<file path="src/rtl/tween_pkg.sv">
// ----------------------------------------------------------------------------
// tween_pkg
// shared constants, command and status types of the tween engine
// ----------------------------------------------------------------------------
`default_nettype none

package tween_pkg;

   // progress and rate are unsigned fractions, 1.0 = 2^PROGRESS_BITS
   localparam int PROGRESS_BITS = 24;
   localparam int PW            = PROGRESS_BITS + 1;
   localparam logic [PW-1:0] PONE = {1'b1, {PROGRESS_BITS{1'b0}}};

   // divider step counter, counts 0 .. PROGRESS_BITS
   localparam int CNT_W = $clog2(PW);

   // shared multiplier: a is signed 34 bits, b is signed PROGRESS_BITS+2 bits
   localparam int MUL_A_W = 34;
   localparam int MUL_B_W = PROGRESS_BITS + 2;
   localparam int MUL_P_W = MUL_A_W + MUL_B_W;

   // progress sum before the clamp
   localparam int SUM_W = PROGRESS_BITS + 18;

   // item kinds
   localparam logic [2:0] KIND_TICK         = 3'd0;
   localparam logic [2:0] KIND_SET_ALPHA    = 3'd1;
   localparam logic [2:0] KIND_SET_SCALE    = 3'd2;
   localparam logic [2:0] KIND_SET_ROTATION = 3'd3;
   localparam logic [2:0] KIND_SET_LOCATION = 3'd4;

   // value slots
   localparam logic [2:0] VAL_ALPHA    = 3'd0;
   localparam logic [2:0] VAL_SCALE    = 3'd1;
   localparam logic [2:0] VAL_ROTATION = 3'd2;
   localparam logic [2:0] VAL_X        = 3'd3;
   localparam logic [2:0] VAL_Y        = 3'd4;

   // channels
   localparam logic [1:0] CH_SCALE    = 2'd1;
   localparam logic [1:0] CH_LOCATION = 2'd3;

   localparam logic signed [31:0] SCALE_RESET = 32'sh0001_0000;

   typedef enum logic [3:0] {
      OP_NONE     = 4'd0,
      OP_LOAD     = 4'd1,
      OP_DECODE   = 4'd2,
      OP_DIV_STEP = 4'd3,
      OP_DIV_FIN  = 4'd4,
      OP_RATE_MUL = 4'd5,
      OP_ADVANCE  = 4'd6,
      OP_SQUARE   = 4'd7,
      OP_FACTOR   = 4'd8,
      OP_LERP_MUL = 4'd9,
      OP_LERP_WR  = 4'd10
   } op_type;

   typedef struct packed {
      op_type     op;
      logic [1:0] ch;
      logic [2:0] vidx;
   } cmd_type;

   typedef struct packed {
      logic       is_tick;
      logic       is_set;
      logic       dur_zero;
      logic       image_on;
      logic [3:0] active;
   } stat_type;

endpackage

`default_nettype wire

</file>
<file path="src/rtl/tween_if.sv">
// ----------------------------------------------------------------------------
// tween channel interfaces
// request, response and register-write channels with valid/ready handshake
// ----------------------------------------------------------------------------
`default_nettype none

interface tween_req_if;
   logic               valid;
   logic               ready;
   logic [2:0]         kind;
   logic signed [31:0] target_value;
   logic signed [31:0] second_value;
   logic               change_x;
   logic               change_y;
   logic [15:0]        duration_ms;
   logic [15:0]        tick_ms;

   modport source (
      output valid, kind, target_value, second_value, change_x, change_y,
             duration_ms, tick_ms,
      input  ready
   );
   modport sink (
      input  valid, kind, target_value, second_value, change_x, change_y,
             duration_ms, tick_ms,
      output ready
   );
endinterface

interface tween_rsp_if;
   logic               valid;
   logic               ready;
   logic               updated;
   logic signed [31:0] alpha_now;
   logic signed [31:0] scale_now;
   logic signed [31:0] rotation_now;
   logic signed [31:0] xpos_now;
   logic signed [31:0] ypos_now;
   logic [3:0]         busy_mask;

   modport source (
      output valid, updated, alpha_now, scale_now, rotation_now, xpos_now,
             ypos_now, busy_mask,
      input  ready
   );
   modport sink (
      input  valid, updated, alpha_now, scale_now, rotation_now, xpos_now,
             ypos_now, busy_mask,
      output ready
   );
endinterface

interface tween_csr_if;
   logic valid;
   logic ready;
   logic data;

   modport source (output valid, data, input ready);
   modport sink (input valid, data, output ready);
endinterface

`default_nettype wire

</file>
<file path="src/rtl/tween_dp.sv">
// ----------------------------------------------------------------------------
// tween_dp
// datapath: value and channel state, reciprocal divider, shared multiplier
// ----------------------------------------------------------------------------
`default_nettype none

module tween_dp (
   input  wire logic               clock,
   input  wire logic               reset,
   input  wire tween_pkg::cmd_type cmd,
   input  wire logic [2:0]         kind,
   input  wire logic signed [31:0] target_value,
   input  wire logic signed [31:0] second_value,
   input  wire logic               change_x,
   input  wire logic               change_y,
   input  wire logic [15:0]        duration_ms,
   input  wire logic [15:0]        tick_ms,
   input  wire logic               csr_we,
   input  wire logic               csr_data,
   output tween_pkg::stat_type     status,
   output logic                    updated,
   output logic signed [31:0]      alpha_now,
   output logic signed [31:0]      scale_now,
   output logic signed [31:0]      rotation_now,
   output logic signed [31:0]      xpos_now,
   output logic signed [31:0]      ypos_now,
   output logic [3:0]              busy_mask
);

   localparam int PB = tween_pkg::PROGRESS_BITS;
   localparam int PW = tween_pkg::PW;
   localparam int AW = tween_pkg::MUL_A_W;
   localparam int BW = tween_pkg::MUL_B_W;
   localparam int MW = tween_pkg::MUL_P_W;
   localparam int SW = tween_pkg::SUM_W;

   // captured item
   logic [2:0]         kind_ff;
   logic signed [31:0] tv_ff, sv_ff;
   logic               cx_ff, cy_ff;
   logic [15:0]        dur_ff, ms_ff;

   logic               image_ff, image_in;
   logic               updated_ff, updated_in;

   logic signed [31:0] cur_ff   [5];
   logic signed [31:0] cur_in   [5];
   logic signed [31:0] start_ff [5];
   logic signed [31:0] start_in [5];
   logic signed [31:0] end_ff   [5];
   logic signed [31:0] end_in   [5];
   logic [PW-1:0]      rate_ff  [4];
   logic [PW-1:0]      rate_in  [4];
   logic [PW-1:0]      prog_ff  [4];
   logic [PW-1:0]      prog_in  [4];
   logic [3:0]         active_ff, active_in;

   logic [15:0]        rem_ff, rem_in;
   logic [PW-1:0]      dq_ff, dq_in;
   logic signed [MW-1:0] mul_ff, mul_in;
   logic [PW-1:0]      fac_ff, fac_in;

   logic [1:0]         set_ch;
   logic [2:0]         set_vidx;
   logic               is_set;
   logic [16:0]        div_shift, div_diff;
   logic               div_ge;
   logic signed [32:0] diff;
   logic               shrink;
   logic [PW-1:0]      sq_op, sq_fac;
   logic [SW-1:0]      psum;
   logic               pfull;
   logic signed [AW-1:0] mul_a;
   logic signed [BW-1:0] mul_b;
   logic signed [MW-1:0] mul_p;

   assign is_set = (kind_ff == tween_pkg::KIND_SET_ALPHA)
                || (kind_ff == tween_pkg::KIND_SET_SCALE)
                || (kind_ff == tween_pkg::KIND_SET_ROTATION)
                || (kind_ff == tween_pkg::KIND_SET_LOCATION);
   assign set_ch   = 2'(kind_ff - tween_pkg::KIND_SET_ALPHA);
   // single-value channels use the value slot of the same number
   assign set_vidx = {1'b0, set_ch};

   // restoring divider step for floor(1.0 / duration)
   assign div_shift = {rem_ff, dq_ff[PW-1]};
   assign div_diff  = div_shift - {1'b0, dur_ff};
   assign div_ge    = div_shift >= {1'b0, dur_ff};

   assign diff   = {end_ff[cmd.vidx][31], end_ff[cmd.vidx]}
                 - {start_ff[cmd.vidx][31], start_ff[cmd.vidx]};
   assign shrink = start_ff[tween_pkg::VAL_SCALE] > end_ff[tween_pkg::VAL_SCALE];
   assign sq_op  = shrink ? (tween_pkg::PONE - fac_ff) : fac_ff;
   assign sq_fac = shrink ? (tween_pkg::PONE - mul_ff[PB +: PW]) : mul_ff[PB +: PW];

   assign psum  = {{(SW-PW){1'b0}}, prog_ff[cmd.ch]} + mul_ff[SW-1:0];
   assign pfull = psum >= SW'(tween_pkg::PONE);

   // shared multiplier operand select
   always_comb begin
      mul_a = '0;
      mul_b = '0;
      unique case (cmd.op)
         tween_pkg::OP_RATE_MUL: begin
            mul_a = {{(AW-16){1'b0}}, ms_ff};
            mul_b = {{(BW-PW){1'b0}}, rate_ff[cmd.ch]};
         end
         tween_pkg::OP_SQUARE: begin
            mul_a = {{(AW-PW){1'b0}}, sq_op};
            mul_b = {{(BW-PW){1'b0}}, sq_op};
         end
         tween_pkg::OP_LERP_MUL: begin
            mul_a = {{(AW-33){diff[32]}}, diff};
            mul_b = {{(BW-PW){1'b0}}, fac_ff};
         end
         default: begin
         end
      endcase
   end

   assign mul_p = mul_a * mul_b;

   always_comb begin
      image_in   = csr_we ? csr_data : image_ff;
      updated_in = updated_ff;
      cur_in     = cur_ff;
      start_in   = start_ff;
      end_in     = end_ff;
      rate_in    = rate_ff;
      prog_in    = prog_ff;
      active_in  = active_ff;
      rem_in     = rem_ff;
      dq_in      = dq_ff;
      mul_in     = mul_ff;
      fac_in     = fac_ff;
      unique case (cmd.op)
         tween_pkg::OP_LOAD: begin
            updated_in = 1'b0;
         end
         tween_pkg::OP_DECODE: begin
            updated_in = (kind_ff == tween_pkg::KIND_TICK) && image_ff;
            rem_in     = '0;
            dq_in      = tween_pkg::PONE;
            if (kind_ff == tween_pkg::KIND_SET_LOCATION) begin
               if (dur_ff == '0) begin
                  if (cx_ff) cur_in[tween_pkg::VAL_X] = tv_ff;
                  if (cy_ff) cur_in[tween_pkg::VAL_Y] = sv_ff;
                  active_in[tween_pkg::CH_LOCATION] = 1'b0;
               end else begin
                  start_in[tween_pkg::VAL_X] = cur_ff[tween_pkg::VAL_X];
                  start_in[tween_pkg::VAL_Y] = cur_ff[tween_pkg::VAL_Y];
                  end_in[tween_pkg::VAL_X] = cx_ff ? tv_ff : cur_ff[tween_pkg::VAL_X];
                  end_in[tween_pkg::VAL_Y] = cy_ff ? sv_ff : cur_ff[tween_pkg::VAL_Y];
                  active_in[tween_pkg::CH_LOCATION] = 1'b1;
                  prog_in[tween_pkg::CH_LOCATION]   = '0;
               end
            end else if (is_set) begin
               if (dur_ff == '0) begin
                  cur_in[set_vidx]  = tv_ff;
                  active_in[set_ch] = 1'b0;
               end else begin
                  start_in[set_vidx] = cur_ff[set_vidx];
                  end_in[set_vidx]   = tv_ff;
                  active_in[set_ch]  = 1'b1;
                  prog_in[set_ch]    = '0;
               end
            end
         end
         tween_pkg::OP_DIV_STEP: begin
            rem_in = div_ge ? div_diff[15:0] : div_shift[15:0];
            dq_in  = {dq_ff[PW-2:0], div_ge};
         end
         tween_pkg::OP_DIV_FIN: begin
            rate_in[set_ch] = dq_ff;
         end
         tween_pkg::OP_RATE_MUL, tween_pkg::OP_SQUARE, tween_pkg::OP_LERP_MUL: begin
            mul_in = mul_p;
         end
         tween_pkg::OP_ADVANCE: begin
            // saturate at 1.0 and retire the channel
            if (pfull) begin
               prog_in[cmd.ch]   = tween_pkg::PONE;
               fac_in            = tween_pkg::PONE;
               active_in[cmd.ch] = 1'b0;
            end else begin
               prog_in[cmd.ch] = psum[PW-1:0];
               fac_in          = psum[PW-1:0];
            end
         end
         tween_pkg::OP_FACTOR: begin
            fac_in = sq_fac;
         end
         tween_pkg::OP_LERP_WR: begin
            // arithmetic shift of the product is the floor
            cur_in[cmd.vidx] = start_ff[cmd.vidx] + mul_ff[PB +: 32];
         end
         tween_pkg::OP_NONE: begin
         end
         default: begin
         end
      endcase
   end

   always_ff @(posedge clock) begin
      if (reset) begin
         image_ff   <= 1'b1;
         updated_ff <= 1'b0;
         active_ff  <= '0;
         cur_ff[tween_pkg::VAL_ALPHA]    <= '0;
         cur_ff[tween_pkg::VAL_SCALE]    <= tween_pkg::SCALE_RESET;
         cur_ff[tween_pkg::VAL_ROTATION] <= '0;
         cur_ff[tween_pkg::VAL_X]        <= '0;
         cur_ff[tween_pkg::VAL_Y]        <= '0;
      end else begin
         image_ff   <= image_in;
         updated_ff <= updated_in;
         active_ff  <= active_in;
         cur_ff     <= cur_in;
      end
   end

   // payload, no reset needed: only read after it has been written
   always_ff @(posedge clock) begin
      if (cmd.op == tween_pkg::OP_LOAD) begin
         kind_ff <= kind;
         tv_ff   <= target_value;
         sv_ff   <= second_value;
         cx_ff   <= change_x;
         cy_ff   <= change_y;
         dur_ff  <= duration_ms;
         ms_ff   <= tick_ms;
      end
      start_ff <= start_in;
      end_ff   <= end_in;
      rate_ff  <= rate_in;
      prog_ff  <= prog_in;
      rem_ff   <= rem_in;
      dq_ff    <= dq_in;
      mul_ff   <= mul_in;
      fac_ff   <= fac_in;
   end

   assign status.is_tick  = kind_ff == tween_pkg::KIND_TICK;
   assign status.is_set   = is_set;
   assign status.dur_zero = dur_ff == '0;
   assign status.image_on = image_ff;
   assign status.active   = active_ff;

   assign updated      = updated_ff;
   assign alpha_now    = cur_ff[tween_pkg::VAL_ALPHA];
   assign scale_now    = cur_ff[tween_pkg::VAL_SCALE];
   assign rotation_now = cur_ff[tween_pkg::VAL_ROTATION];
   assign xpos_now     = cur_ff[tween_pkg::VAL_X];
   assign ypos_now     = cur_ff[tween_pkg::VAL_Y];
   assign busy_mask    = active_ff;

endmodule

`default_nettype wire

</file>
<file path="src/rtl/tween_ctrl.sv">
// ----------------------------------------------------------------------------
// tween_ctrl
// sequencer: decode, divider iterations and the per-channel tick walk
// ----------------------------------------------------------------------------
`default_nettype none

module tween_ctrl (
   input  wire logic                clock,
   input  wire logic                reset,
   input  wire logic                req_valid,
   output logic                     req_ready,
   output logic                     rsp_valid,
   input  wire logic                rsp_ready,
   input  wire tween_pkg::stat_type status,
   output tween_pkg::cmd_type       cmd
);

   localparam int CW = tween_pkg::CNT_W;

   typedef enum logic [11:0] {
      ST_IDLE     = 12'b0000_0000_0001,
      ST_DECODE   = 12'b0000_0000_0010,
      ST_DIV      = 12'b0000_0000_0100,
      ST_DIV_FIN  = 12'b0000_0000_1000,
      ST_CHECK    = 12'b0000_0001_0000,
      ST_RATE_MUL = 12'b0000_0010_0000,
      ST_ADVANCE  = 12'b0000_0100_0000,
      ST_SQUARE   = 12'b0000_1000_0000,
      ST_FACTOR   = 12'b0001_0000_0000,
      ST_LERP_MUL = 12'b0010_0000_0000,
      ST_LERP_WR  = 12'b0100_0000_0000,
      ST_RESP     = 12'b1000_0000_0000
   } state_type;

   state_type      state_ff, state_in;
   logic [1:0]     ch_ff, ch_in;
   logic [2:0]     vidx_ff, vidx_in;
   logic [CW-1:0]  cnt_ff, cnt_in;
   tween_pkg::op_type op;

   always_comb begin
      state_in  = state_ff;
      ch_in     = ch_ff;
      vidx_in   = vidx_ff;
      cnt_in    = cnt_ff;
      op        = tween_pkg::OP_NONE;
      req_ready = 1'b0;
      rsp_valid = 1'b0;
      unique case (state_ff)
         ST_IDLE: begin
            req_ready = 1'b1;
            if (req_valid) begin
               op       = tween_pkg::OP_LOAD;
               state_in = ST_DECODE;
            end
         end
         ST_DECODE: begin
            op = tween_pkg::OP_DECODE;
            if (status.is_tick && status.image_on) begin
               ch_in    = '0;
               state_in = ST_CHECK;
            end else if (status.is_set && !status.dur_zero) begin
               cnt_in   = '0;
               state_in = ST_DIV;
            end else begin
               state_in = ST_RESP;
            end
         end
         ST_DIV: begin
            op     = tween_pkg::OP_DIV_STEP;
            cnt_in = cnt_ff + 1'b1;
            if (cnt_ff == CW'(tween_pkg::PROGRESS_BITS)) state_in = ST_DIV_FIN;
         end
         ST_DIV_FIN: begin
            op       = tween_pkg::OP_DIV_FIN;
            state_in = ST_RESP;
         end
         ST_CHECK: begin
            if (status.active[ch_ff]) begin
               vidx_in  = {1'b0, ch_ff};
               state_in = ST_RATE_MUL;
            end else if (ch_ff == tween_pkg::CH_LOCATION) begin
               state_in = ST_RESP;
            end else begin
               ch_in = ch_ff + 1'b1;
            end
         end
         ST_RATE_MUL: begin
            op       = tween_pkg::OP_RATE_MUL;
            state_in = ST_ADVANCE;
         end
         ST_ADVANCE: begin
            op       = tween_pkg::OP_ADVANCE;
            state_in = (ch_ff == tween_pkg::CH_SCALE) ? ST_SQUARE : ST_LERP_MUL;
         end
         ST_SQUARE: begin
            op       = tween_pkg::OP_SQUARE;
            state_in = ST_FACTOR;
         end
         ST_FACTOR: begin
            op       = tween_pkg::OP_FACTOR;
            state_in = ST_LERP_MUL;
         end
         ST_LERP_MUL: begin
            op       = tween_pkg::OP_LERP_MUL;
            state_in = ST_LERP_WR;
         end
         ST_LERP_WR: begin
            op = tween_pkg::OP_LERP_WR;
            // location drives x then y
            if (vidx_ff == tween_pkg::VAL_X) begin
               vidx_in  = tween_pkg::VAL_Y;
               state_in = ST_LERP_MUL;
            end else if (ch_ff == tween_pkg::CH_LOCATION) begin
               state_in = ST_RESP;
            end else begin
               ch_in    = ch_ff + 1'b1;
               state_in = ST_CHECK;
            end
         end
         ST_RESP: begin
            rsp_valid = 1'b1;
            if (rsp_ready) state_in = ST_IDLE;
         end
         default: begin
            state_in = ST_IDLE;
         end
      endcase
   end

   always_ff @(posedge clock) begin
      if (reset) begin
         state_ff <= ST_IDLE;
         ch_ff    <= '0;
         vidx_ff  <= '0;
         cnt_ff   <= '0;
      end else begin
         state_ff <= state_in;
         ch_ff    <= ch_in;
         vidx_ff  <= vidx_in;
         cnt_ff   <= cnt_in;
      end
   end

   assign cmd.op   = op;
   assign cmd.ch   = ch_ff;
   assign cmd.vidx = vidx_ff;

endmodule

`default_nettype wire

</file>
<file path="src/rtl/four_channel_tween_engine_top.sv">
// ----------------------------------------------------------------------------
// four_channel_tween_engine_top
// animates alpha, scale, rotation and x/y location over four channels
// ----------------------------------------------------------------------------
// One item is worked on at a time and answered with exactly one response.
// A set item with zero duration, an unknown kind or a tick with no image
// goes from decode straight to the response; a timed set first runs a
// restoring divider, one quotient bit per cycle, to get the channel rate.
// A tick walks the four channels through one shared multiplier: an idle
// channel is only checked, scale adds squaring for the ease curve and
// location blends x and then y. The response stays valid until it is
// taken, and the next request can be taken in the cycle after that. The
// register port accepts a write every cycle and should only be used while
// idle.
// ----------------------------------------------------------------------------
`default_nettype none

module four_channel_tween_engine_top (
   input  wire logic clock,
   input  wire logic reset,
   tween_req_if.sink   req_ch,
   tween_rsp_if.source rsp_ch,
   tween_csr_if.sink   csr_ch
);

   tween_pkg::cmd_type  cmd;
   tween_pkg::stat_type status;

   // register write channel never stalls
   assign csr_ch.ready = 1'b1;

   // sequencer: owns both handshakes and issues one command per cycle
   tween_ctrl u_ctrl (
      .clock     (clock),
      .reset     (reset),
      .req_valid (req_ch.valid),
      .req_ready (req_ch.ready),
      .rsp_valid (rsp_ch.valid),
      .rsp_ready (rsp_ch.ready),
      .status    (status),
      .cmd       (cmd)
   );

   // datapath: captures the item on its transfer, holds all channel state;
   // the response payload is read straight from the value registers,
   // which stay still while the response waits
   tween_dp u_dp (
      .clock        (clock),
      .reset        (reset),
      .cmd          (cmd),
      .kind         (req_ch.kind),
      .target_value (req_ch.target_value),
      .second_value (req_ch.second_value),
      .change_x     (req_ch.change_x),
      .change_y     (req_ch.change_y),
      .duration_ms  (req_ch.duration_ms),
      .tick_ms      (req_ch.tick_ms),
      .csr_we       (csr_ch.valid),
      .csr_data     (csr_ch.data),
      .status       (status),
      .updated      (rsp_ch.updated),
      .alpha_now    (rsp_ch.alpha_now),
      .scale_now    (rsp_ch.scale_now),
      .rotation_now (rsp_ch.rotation_now),
      .xpos_now     (rsp_ch.xpos_now),
      .ypos_now     (rsp_ch.ypos_now),
      .busy_mask    (rsp_ch.busy_mask)
   );

endmodule

`default_nettype wire

</file>
<file path="src/flat_wrapper.sv">
// flat-port wrapper written by rule: the top's interface ports become plain ports
module four_channel_tween_engine_top_flat 
  (clock, reset, req_ch_valid, req_ch_kind, req_ch_target_value, req_ch_second_value, req_ch_change_x, req_ch_change_y, req_ch_duration_ms, req_ch_tick_ms, req_ch_ready, rsp_ch_valid, rsp_ch_updated, rsp_ch_alpha_now, rsp_ch_scale_now, rsp_ch_rotation_now, rsp_ch_xpos_now, rsp_ch_ypos_now, rsp_ch_busy_mask, rsp_ch_ready, csr_ch_valid, csr_ch_data, csr_ch_ready);
  tween_req_if req_ch_i ();
  tween_rsp_if rsp_ch_i ();
  tween_csr_if csr_ch_i ();
  input  wire logic clock;
  input  wire logic reset;
  input wire logic [$bits(req_ch_i.valid)-1:0] req_ch_valid;
  input wire logic [$bits(req_ch_i.kind)-1:0] req_ch_kind;
  input wire logic [$bits(req_ch_i.target_value)-1:0] req_ch_target_value;
  input wire logic [$bits(req_ch_i.second_value)-1:0] req_ch_second_value;
  input wire logic [$bits(req_ch_i.change_x)-1:0] req_ch_change_x;
  input wire logic [$bits(req_ch_i.change_y)-1:0] req_ch_change_y;
  input wire logic [$bits(req_ch_i.duration_ms)-1:0] req_ch_duration_ms;
  input wire logic [$bits(req_ch_i.tick_ms)-1:0] req_ch_tick_ms;
  output wire logic [$bits(req_ch_i.ready)-1:0] req_ch_ready;
  output wire logic [$bits(rsp_ch_i.valid)-1:0] rsp_ch_valid;
  output wire logic [$bits(rsp_ch_i.updated)-1:0] rsp_ch_updated;
  output wire logic [$bits(rsp_ch_i.alpha_now)-1:0] rsp_ch_alpha_now;
  output wire logic [$bits(rsp_ch_i.scale_now)-1:0] rsp_ch_scale_now;
  output wire logic [$bits(rsp_ch_i.rotation_now)-1:0] rsp_ch_rotation_now;
  output wire logic [$bits(rsp_ch_i.xpos_now)-1:0] rsp_ch_xpos_now;
  output wire logic [$bits(rsp_ch_i.ypos_now)-1:0] rsp_ch_ypos_now;
  output wire logic [$bits(rsp_ch_i.busy_mask)-1:0] rsp_ch_busy_mask;
  input wire logic [$bits(rsp_ch_i.ready)-1:0] rsp_ch_ready;
  input wire logic [$bits(csr_ch_i.valid)-1:0] csr_ch_valid;
  input wire logic [$bits(csr_ch_i.data)-1:0] csr_ch_data;
  output wire logic [$bits(csr_ch_i.ready)-1:0] csr_ch_ready;
  assign req_ch_i.valid = req_ch_valid;
  assign req_ch_i.kind = req_ch_kind;
  assign req_ch_i.target_value = req_ch_target_value;
  assign req_ch_i.second_value = req_ch_second_value;
  assign req_ch_i.change_x = req_ch_change_x;
  assign req_ch_i.change_y = req_ch_change_y;
  assign req_ch_i.duration_ms = req_ch_duration_ms;
  assign req_ch_i.tick_ms = req_ch_tick_ms;
  assign req_ch_ready = req_ch_i.ready;
  assign rsp_ch_valid = rsp_ch_i.valid;
  assign rsp_ch_updated = rsp_ch_i.updated;
  assign rsp_ch_alpha_now = rsp_ch_i.alpha_now;
  assign rsp_ch_scale_now = rsp_ch_i.scale_now;
  assign rsp_ch_rotation_now = rsp_ch_i.rotation_now;
  assign rsp_ch_xpos_now = rsp_ch_i.xpos_now;
  assign rsp_ch_ypos_now = rsp_ch_i.ypos_now;
  assign rsp_ch_busy_mask = rsp_ch_i.busy_mask;
  assign rsp_ch_i.ready = rsp_ch_ready;
  assign csr_ch_i.valid = csr_ch_valid;
  assign csr_ch_i.data = csr_ch_data;
  assign csr_ch_ready = csr_ch_i.ready;
  four_channel_tween_engine_top u_core (.clock(clock), .reset(reset), .req_ch(req_ch_i), .rsp_ch(rsp_ch_i), .csr_ch(csr_ch_i));
endmodule
</file>
<file path="config.mk">
export PLATFORM = sky130hd
export DESIGN_NAME = four_channel_tween_engine_top_flat
export DESIGN_NICKNAME = d
export VERILOG_FILES = /design/src/rtl/tween_pkg.sv /design/src/rtl/tween_if.sv /design/src/rtl/tween_dp.sv /design/src/rtl/tween_ctrl.sv /design/src/rtl/four_channel_tween_engine_top.sv /design/src/flat_wrapper.sv
export SDC_FILE = /design/constraint.sdc
export NUM_CORES = 2
export LEC_CHECK = 0
export BUFFER_PORTS_ARGS = -buffer_cell sky130_fd_sc_hd__buf_4
export CORE_UTILIZATION = 58
export DETAILED_ROUTE_END_ITERATION = 6
export PLACE_DENSITY = 0.79
export SETUP_SLACK_MARGIN = 0.5
export SLEW_MARGIN = 10
export SYNTH_ARGS = -nofsm -noshare
export SYNTH_HDL_FRONTEND = slang
export SYNTH_HIERARCHICAL = 1
export SYNTH_SLANG_ARGS = --single-unit
export TNS_END_PERCENT = 1
</file>
<file path="constraint.sdc">
create_clock -name clock -period 12.2 [get_ports clock]
set_input_delay 1.22 -clock clock [delete_from_list [all_inputs] [get_ports clock]]
set_output_delay 1.22 -clock clock [all_outputs]
set_load 0.02 [all_outputs]
</file>
Word-level counts from Yosys, hierarchy flattened
Cells that the tools add are included.
{"block": "op_classes", "addsub": 9, "mul": 1, "order_cmp": 15, "eq_ne": 47, "n_mux": 101, "bitwise_logic": 16, "n_reduce_logical": 36}
{"cell": "$bwmux W160", "count": 4}
{"cell": "$mux W64", "count": 10}
{"cell": "$mux W160", "count": 2}
{"cell": "$mux W32", "count": 10}
{"cell": "$pmux W160 S2", "count": 1}
{"cell": "$mux W100", "count": 3}
{"cell": "$bmux W32 S3", "count": 3}
{"cell": "$mux W25", "count": 11}
{"cell": "$bwmux W100", "count": 2}
{"cell": "$pmux W100 S2", "count": 1}
{"cell": "$demux W32 S3", "count": 2}
{"cell": "$pmux W12 S12", "count": 1}
{"cell": "$mux W12", "count": 9}
{"cell": "$pmux W34 S3", "count": 1}
{"cell": "$and A100 B100 Y100", "count": 1}
{"cell": "$bmux W25 S2", "count": 2}
{"cell": "$demux W25 S2", "count": 2}
{"cell": "$not A100 Y100", "count": 1}
{"cell": "$pmux W25 S2", "count": 2}
{"cell": "$and A96 B96 Y96", "count": 1}
{"cell": "$mux W96", "count": 1}
{"cell": "$not A96 Y96", "count": 1}
{"cell": "$mux W75", "count": 1}
{"cell": "$pmux W25 S3", "count": 1}
{"cell": "other kinds (76)", "count": 152}
{"block": "totals", "regBits": 931, "input_bits": 107, "out_inout_bits": 168, "wordCells": 267}

Longest topological paths before layout
{"block": "depth", "depth_word": 12, "ltp_mapped": 49, "depth_no_buf": 44}

Modules after synthesis
The synthesis kept the hierarchy.
{"mod": "tween_dp", "instances": 1, "cells_each": 7028, "area_each_um2": 73725.7, "seq_area_each_um2": 25634.6}
{"mod": "tween_ctrl", "instances": 1, "cells_each": 177, "area_each_um2": 1488.9, "seq_area_each_um2": 440.4}
{"mod": "four_channel_tween_engine_top", "instances": 1, "cells_each": 2, "area_each_um2": 11.3, "seq_area_each_um2": 0.0}

Worst setup path after synthesis
Ideal clock, no wire load.
{"block": "synth_path", "kind": "reg-to-reg", "start": "register u_core.u_ctrl.vidx_ff[0]", "end": "register u_core.u_dp.mul_ff[54], data pin", "setup_time_ns": 0.264, "arrival_ns": 11.052, "required_time_ns": 11.936, "slack_ns": 0.884, "stages_incl_launch_ff": 44, "n_path_buf": 6, "synth_period_minus_slack_ns": 11.316, "path_cell_list": "dfxtp_1 clkbuf_1 buf_1 clkbuf_1 clkbuf_1 clkbuf_1 o22ai_1 ha_1 and3_1 and2_1 a221o_1 a2111oi_0 o21ai_0 a211oi_1 o21bai_2 a2111oi_0 nor3_1 xor2_1 [... 8 more ...] fa_1 fa_1 inv_1 fa_1 inv_1 ha_1 clkbuf_1 a211oi_1 nand2_1 a2111o_1 a221o_1 inv_1 o2111ai_1 a31oi_1 nor2_1 o21ai_0 a31oi_1 xor2_1"}
{"block": "synth_via", "elab_chain_cells": 7, "word_cells_on_any_way": 10, "classes_between": "add/sub (1); mul (1); mux (7); bitwise (1)"}
{"element": "start, declared", "line": "tween_ctrl.sv:37", "source": "logic [2:0] vidx_ff, vidx_in;"}
{"element": "start signal, assigned", "line": "tween_ctrl.sv:140", "source": "vidx_ff <= vidx_in;"}
{"element": "$not A3 Y4 (not written as such) *", "line": "tween_dp.sv:90, tween_dp.sv:91"}
{"element": "$bmux W32 S3 (on tied branches)", "line": "tween_dp.sv:90, tween_dp.sv:91"}
{"element": "$mux W32 (on tied branches) (2 in a row)", "line": "tween_dp.sv:90, tween_dp.sv:91"}
{"element": "$sub A32 B32 Y33 *", "line": "tween_dp.sv:91", "source": "- {start_ff[cmd.vidx][31], start_ff[cmd.vidx]};"}
{"element": "$pmux W34 S3 *", "line": "tween_dp.sv:103", "source": "unique case (cmd.op)"}
{"element": "$mul A34 B26 Y56 *", "line": "tween_dp.sv:121", "source": "assign mul_p = mul_a * mul_b;"}
{"element": "named net u_core.u_dp.mul_p[54]", "line": "tween_dp.sv:75", "source": "logic signed [MW-1:0] mul_p;"}
{"element": "end signal, assigned", "line": "tween_dp.sv:239", "source": "mul_ff <= mul_in;"}
{"element": "end, declared", "line": "tween_dp.sv:60", "source": "logic signed [MW-1:0] mul_ff, mul_in;"}
The timed path passes the listed nets; every way through them passes the cells marked *. The select of a mux whose other input is x is not followed.
A chain may end at the register's enable or synchronous reset.

Worst setup path in the final report
{"block": "layout_path", "start": "register u_core.u_ctrl.vidx_ff[1]", "end": "register u_core.u_dp.mul_ff[55], data pin"}
Same word-level chain as after synthesis.

==> results.toml <==
[worst_setup_path]
worstSetupPathType = "reg2reg"
startpoint_type = "flip-flop"
path_delay_family = "adder cells"
arrival_ns = 11.80
crit_required_ns = 12.66
cp-end-kind = "flip-flop"
cp_max_fo = 19
crit_slowest_cell = "fa_1"
max_stage_delay_ns = 0.58
worst-path-buf-inv = 7
cp_common_cell = "fa_1"

[power_and_ir_drop]
power.density_mw_per_mm2 = 82.8
peakVddDrop_v = 0.000114
p_total_mw = 6.91
p_leak_nw = 35.3

[job]
cap_violations = 0

[sta]
worstMarginPinSlew_ns = 1.37
finalSetupViolCount = 0
period_needed_ns = 11.34
hold_viol_final = 0
rsz0062_at_grt = "true"
tns_ns = 0
relSlewSlack_pct = 8.71
post-route-period-util_pct = 92.9
final.setup.worst_slack_ns = 0.861
slew_viol_final = 0
skew_ns = 0.0413
whs_ns = 0.493
fmax_mhz = 88.2

[outcome]
status = "finished, violations left"
violations = "DRC"

[die]
core_mm2 = 0.128
initial_core_util_pct = 58.7
die_width_um = 362
ios = 275
die_y_um = 362
die_area_mm2 = 0.131
rows = 131

[cts]
root_buffer = "clkbuf_16"
cts_tree = "yes"
cts_buffer_depth = 3
ctsHoldBuffers = 0
clk_latency_ns = 0.72
clock-sinks = 931
h-tree-depth = 3
clkTransAtPathRegs_ns = 0.06
cts_made_buffers = 98

[layout]
layout_common_cells = "1123 x inv_1, 823 x fa_1, 762 x nor2_1"
n_fill_cell = 9807
final_common_cell = "inv_1"
fin_util_pct = 65.1
final_area_mm2 = 0.0835
seqCellArea_mm2 = 0.0261
drive_gt1_share_pct = 12.6
finalNonFillerCells = 9233
nNetsFinal = 8656
area_growth_syn_to_layout_pct = 10.9
multi_input_comb_area_mm2 = 0.0436

[logic_synthesis]
ys_ff_latch = 931
seq_area_frac_synth_pct = 34.7
syn_inst = 7207
synth-edff-count = 743
syn_nets = 8443
syn_avg_cell_area_um2 = 10.4
yosys_warnings = 6
async_flop_share_pct = 0
synthFlopType = "edfxtp_1"
synth_area_mm2 = 0.0752
post_synth_num_cell_types = 103

[routing]
wirelength_um = 233000
drc = 1
vias_per_cell = 6.29
wl_per_cell_um = 25.2
dr_total_vias = 58100
drt_iter0_drc = 7533
ant_nets = 0
firstDrtPassIters = 7

[placed_design]
preCtsSetupSlack_ns = 0.433
dp_cells = 9036
io_buffers = 273
dpl_cell_area_mm2 = 0.0798
gp_congestion = 1.02
hpwlAfterDp_um = 176000

[grt]
grt_overflow_total = 0
grt_max_degree = 95
grt_pass1_wl_um = 353000
grt_pass1_vias = 58700
antenna_found_initial = 6
groute.usage.overall_pct = 35.4

[min_path]
min_path_type = "reg2reg"
==> cell type report <==
class	count	share of cell area (%)
multi-input combinational	4741	52.2
sequential	931	31.3
inverter	1124	5.06
timing repair buffer	524	4.89
clock buffer	127	3.23
tap	1729	2.59
clock inverter	56	0.742
antenna	1	0.00300
==> logic make-up after synthesis <==
family	after synthesis	share of synthesized area [%]
simple gates	1969	11.7
buf+inv	1536	7.95
compound gates	1231	11.8
fa+ha+maj	1129	27.0
flops	931	34.7
xor+xnor	209	2.45
mux	201	4.46
other cells	1	0.00498
==> state kept, by name (all words and copies together), names as in the netlist, 2 cells and up, named ones only <==
| signal | count |
|---|---|
| u_core/u_dp/start_ff | 160 |
| u_core/u_dp/prog_ff | 100 |
| u_core/u_dp/ms_ff | 16 |
| u_core/u_dp/kind_ff | 3 |
| u_core/u_dp/dq_ff | 25 |
| u_core/u_ctrl/ch_ff | 2 |
| u_core/u_dp/sv_ff | 32 |
| u_core/u_ctrl/state_ff | 12 |
| u_core/u_dp/fac_ff | 25 |
| u_core/u_dp/xpos_now | 32 |
| u_core/u_dp/ypos_now | 32 |
| u_core/u_dp/mul_ff | 56 |
| u_core/u_dp/rate_ff | 100 |
| u_core/u_dp/rotation_now | 32 |
| u_core/u_ctrl/cnt_ff | 5 |
| u_core/u_dp/scale_now | 32 |
| u_core/u_dp/tv_ff | 32 |
| u_core/u_dp/dur_ff | 16 |
| u_core/u_dp/alpha_now | 32 |
| u_core/u_ctrl/vidx_ff | 3 |
| u_core/u_dp/rem_ff | 16 |
| u_core/u_dp/end_ff | 160 |
==> power breakdown <==
group	internal (mW)	total, mW	switching (mW)
Combinational	0.112	0.314	0.201
Sequential	3.46	3.51	0.0498
Clock	1.74	3.09	1.34
==> synth_stat cells (all sizes together) (83+ instances only) <==
| cell | number | area [um^2] |
|---|---|---|
| inv | 1124 | 4220 |
| fa | 823 | 16500 |
| nor2 | 779 | 2940 |
| edfxtp | 743 | 22300 |
| nand2 | 609 | 2290 |
| ha | 306 | 3830 |
| clkbuf | 286 | 1070 |
| a21oi | 198 | 991 |
| dfxtp | 188 | 3760 |
| o21ai | 174 | 882 |
| nor3 | 157 | 796 |
| a22o | 153 | 1340 |
| xnor2 | 129 | 1140 |
| buf | 126 | 689 |
| a22oi | 114 | 856 |
| a221oi | 111 | 997 |
| mux4 | 104 | 2340 |
| a211oi | 88 | 666 |
| a21o | 83 | 623 |
==> worst min-delay path, delay by kind of cell, from the launching register on <==
| family | cells | cell delay (ns) |
|---|---|---|
| and+or+nand+nor | 1 | 0.07 |
| DFF | 1 | 0.32 |
| AOI/OAI and AO/OA | 1 | 0.05 |
==> timing repair <==
action / in CTS / in global routing
pin swaps: 0 / 6
resized for setup: 1 / 39
setup endpoints to repair: 8 / 19
setup buffers: 0 / 10
gates cloned: 0 / 3
==> routing by layer <==
metal,wire [um],global-route usage [%]
met1,86800,47.7
met3,30800,9.80
met4,10900,14.1
met5,68,0
met2,104000,54.5
==> path summary, 6_finish.rpt <==
kind	start	slack (ns)	end	depth (start not counted)
max reg2reg	u_core/u_ctrl/vidx_ff[1]$_SDFFE_PP0P_	0.86	u_core/u_dp/mul_ff[55]$_DFFE_PP_	41
min	u_core/u_ctrl/cnt_ff[1]$_SDFFE_PP0P_	0.49	u_core/u_ctrl/cnt_ff[1]$_SDFFE_PP0P_	2
min reg2reg	u_core/u_ctrl/cnt_ff[1]$_SDFFE_PP0P_	0.49	u_core/u_ctrl/cnt_ff[1]$_SDFFE_PP0P_	2
max	u_core/u_ctrl/vidx_ff[1]$_SDFFE_PP0P_	0.86	u_core/u_dp/mul_ff[55]$_DFFE_PP_	41
No activity file was read; power rests on OpenSTA's default activity.
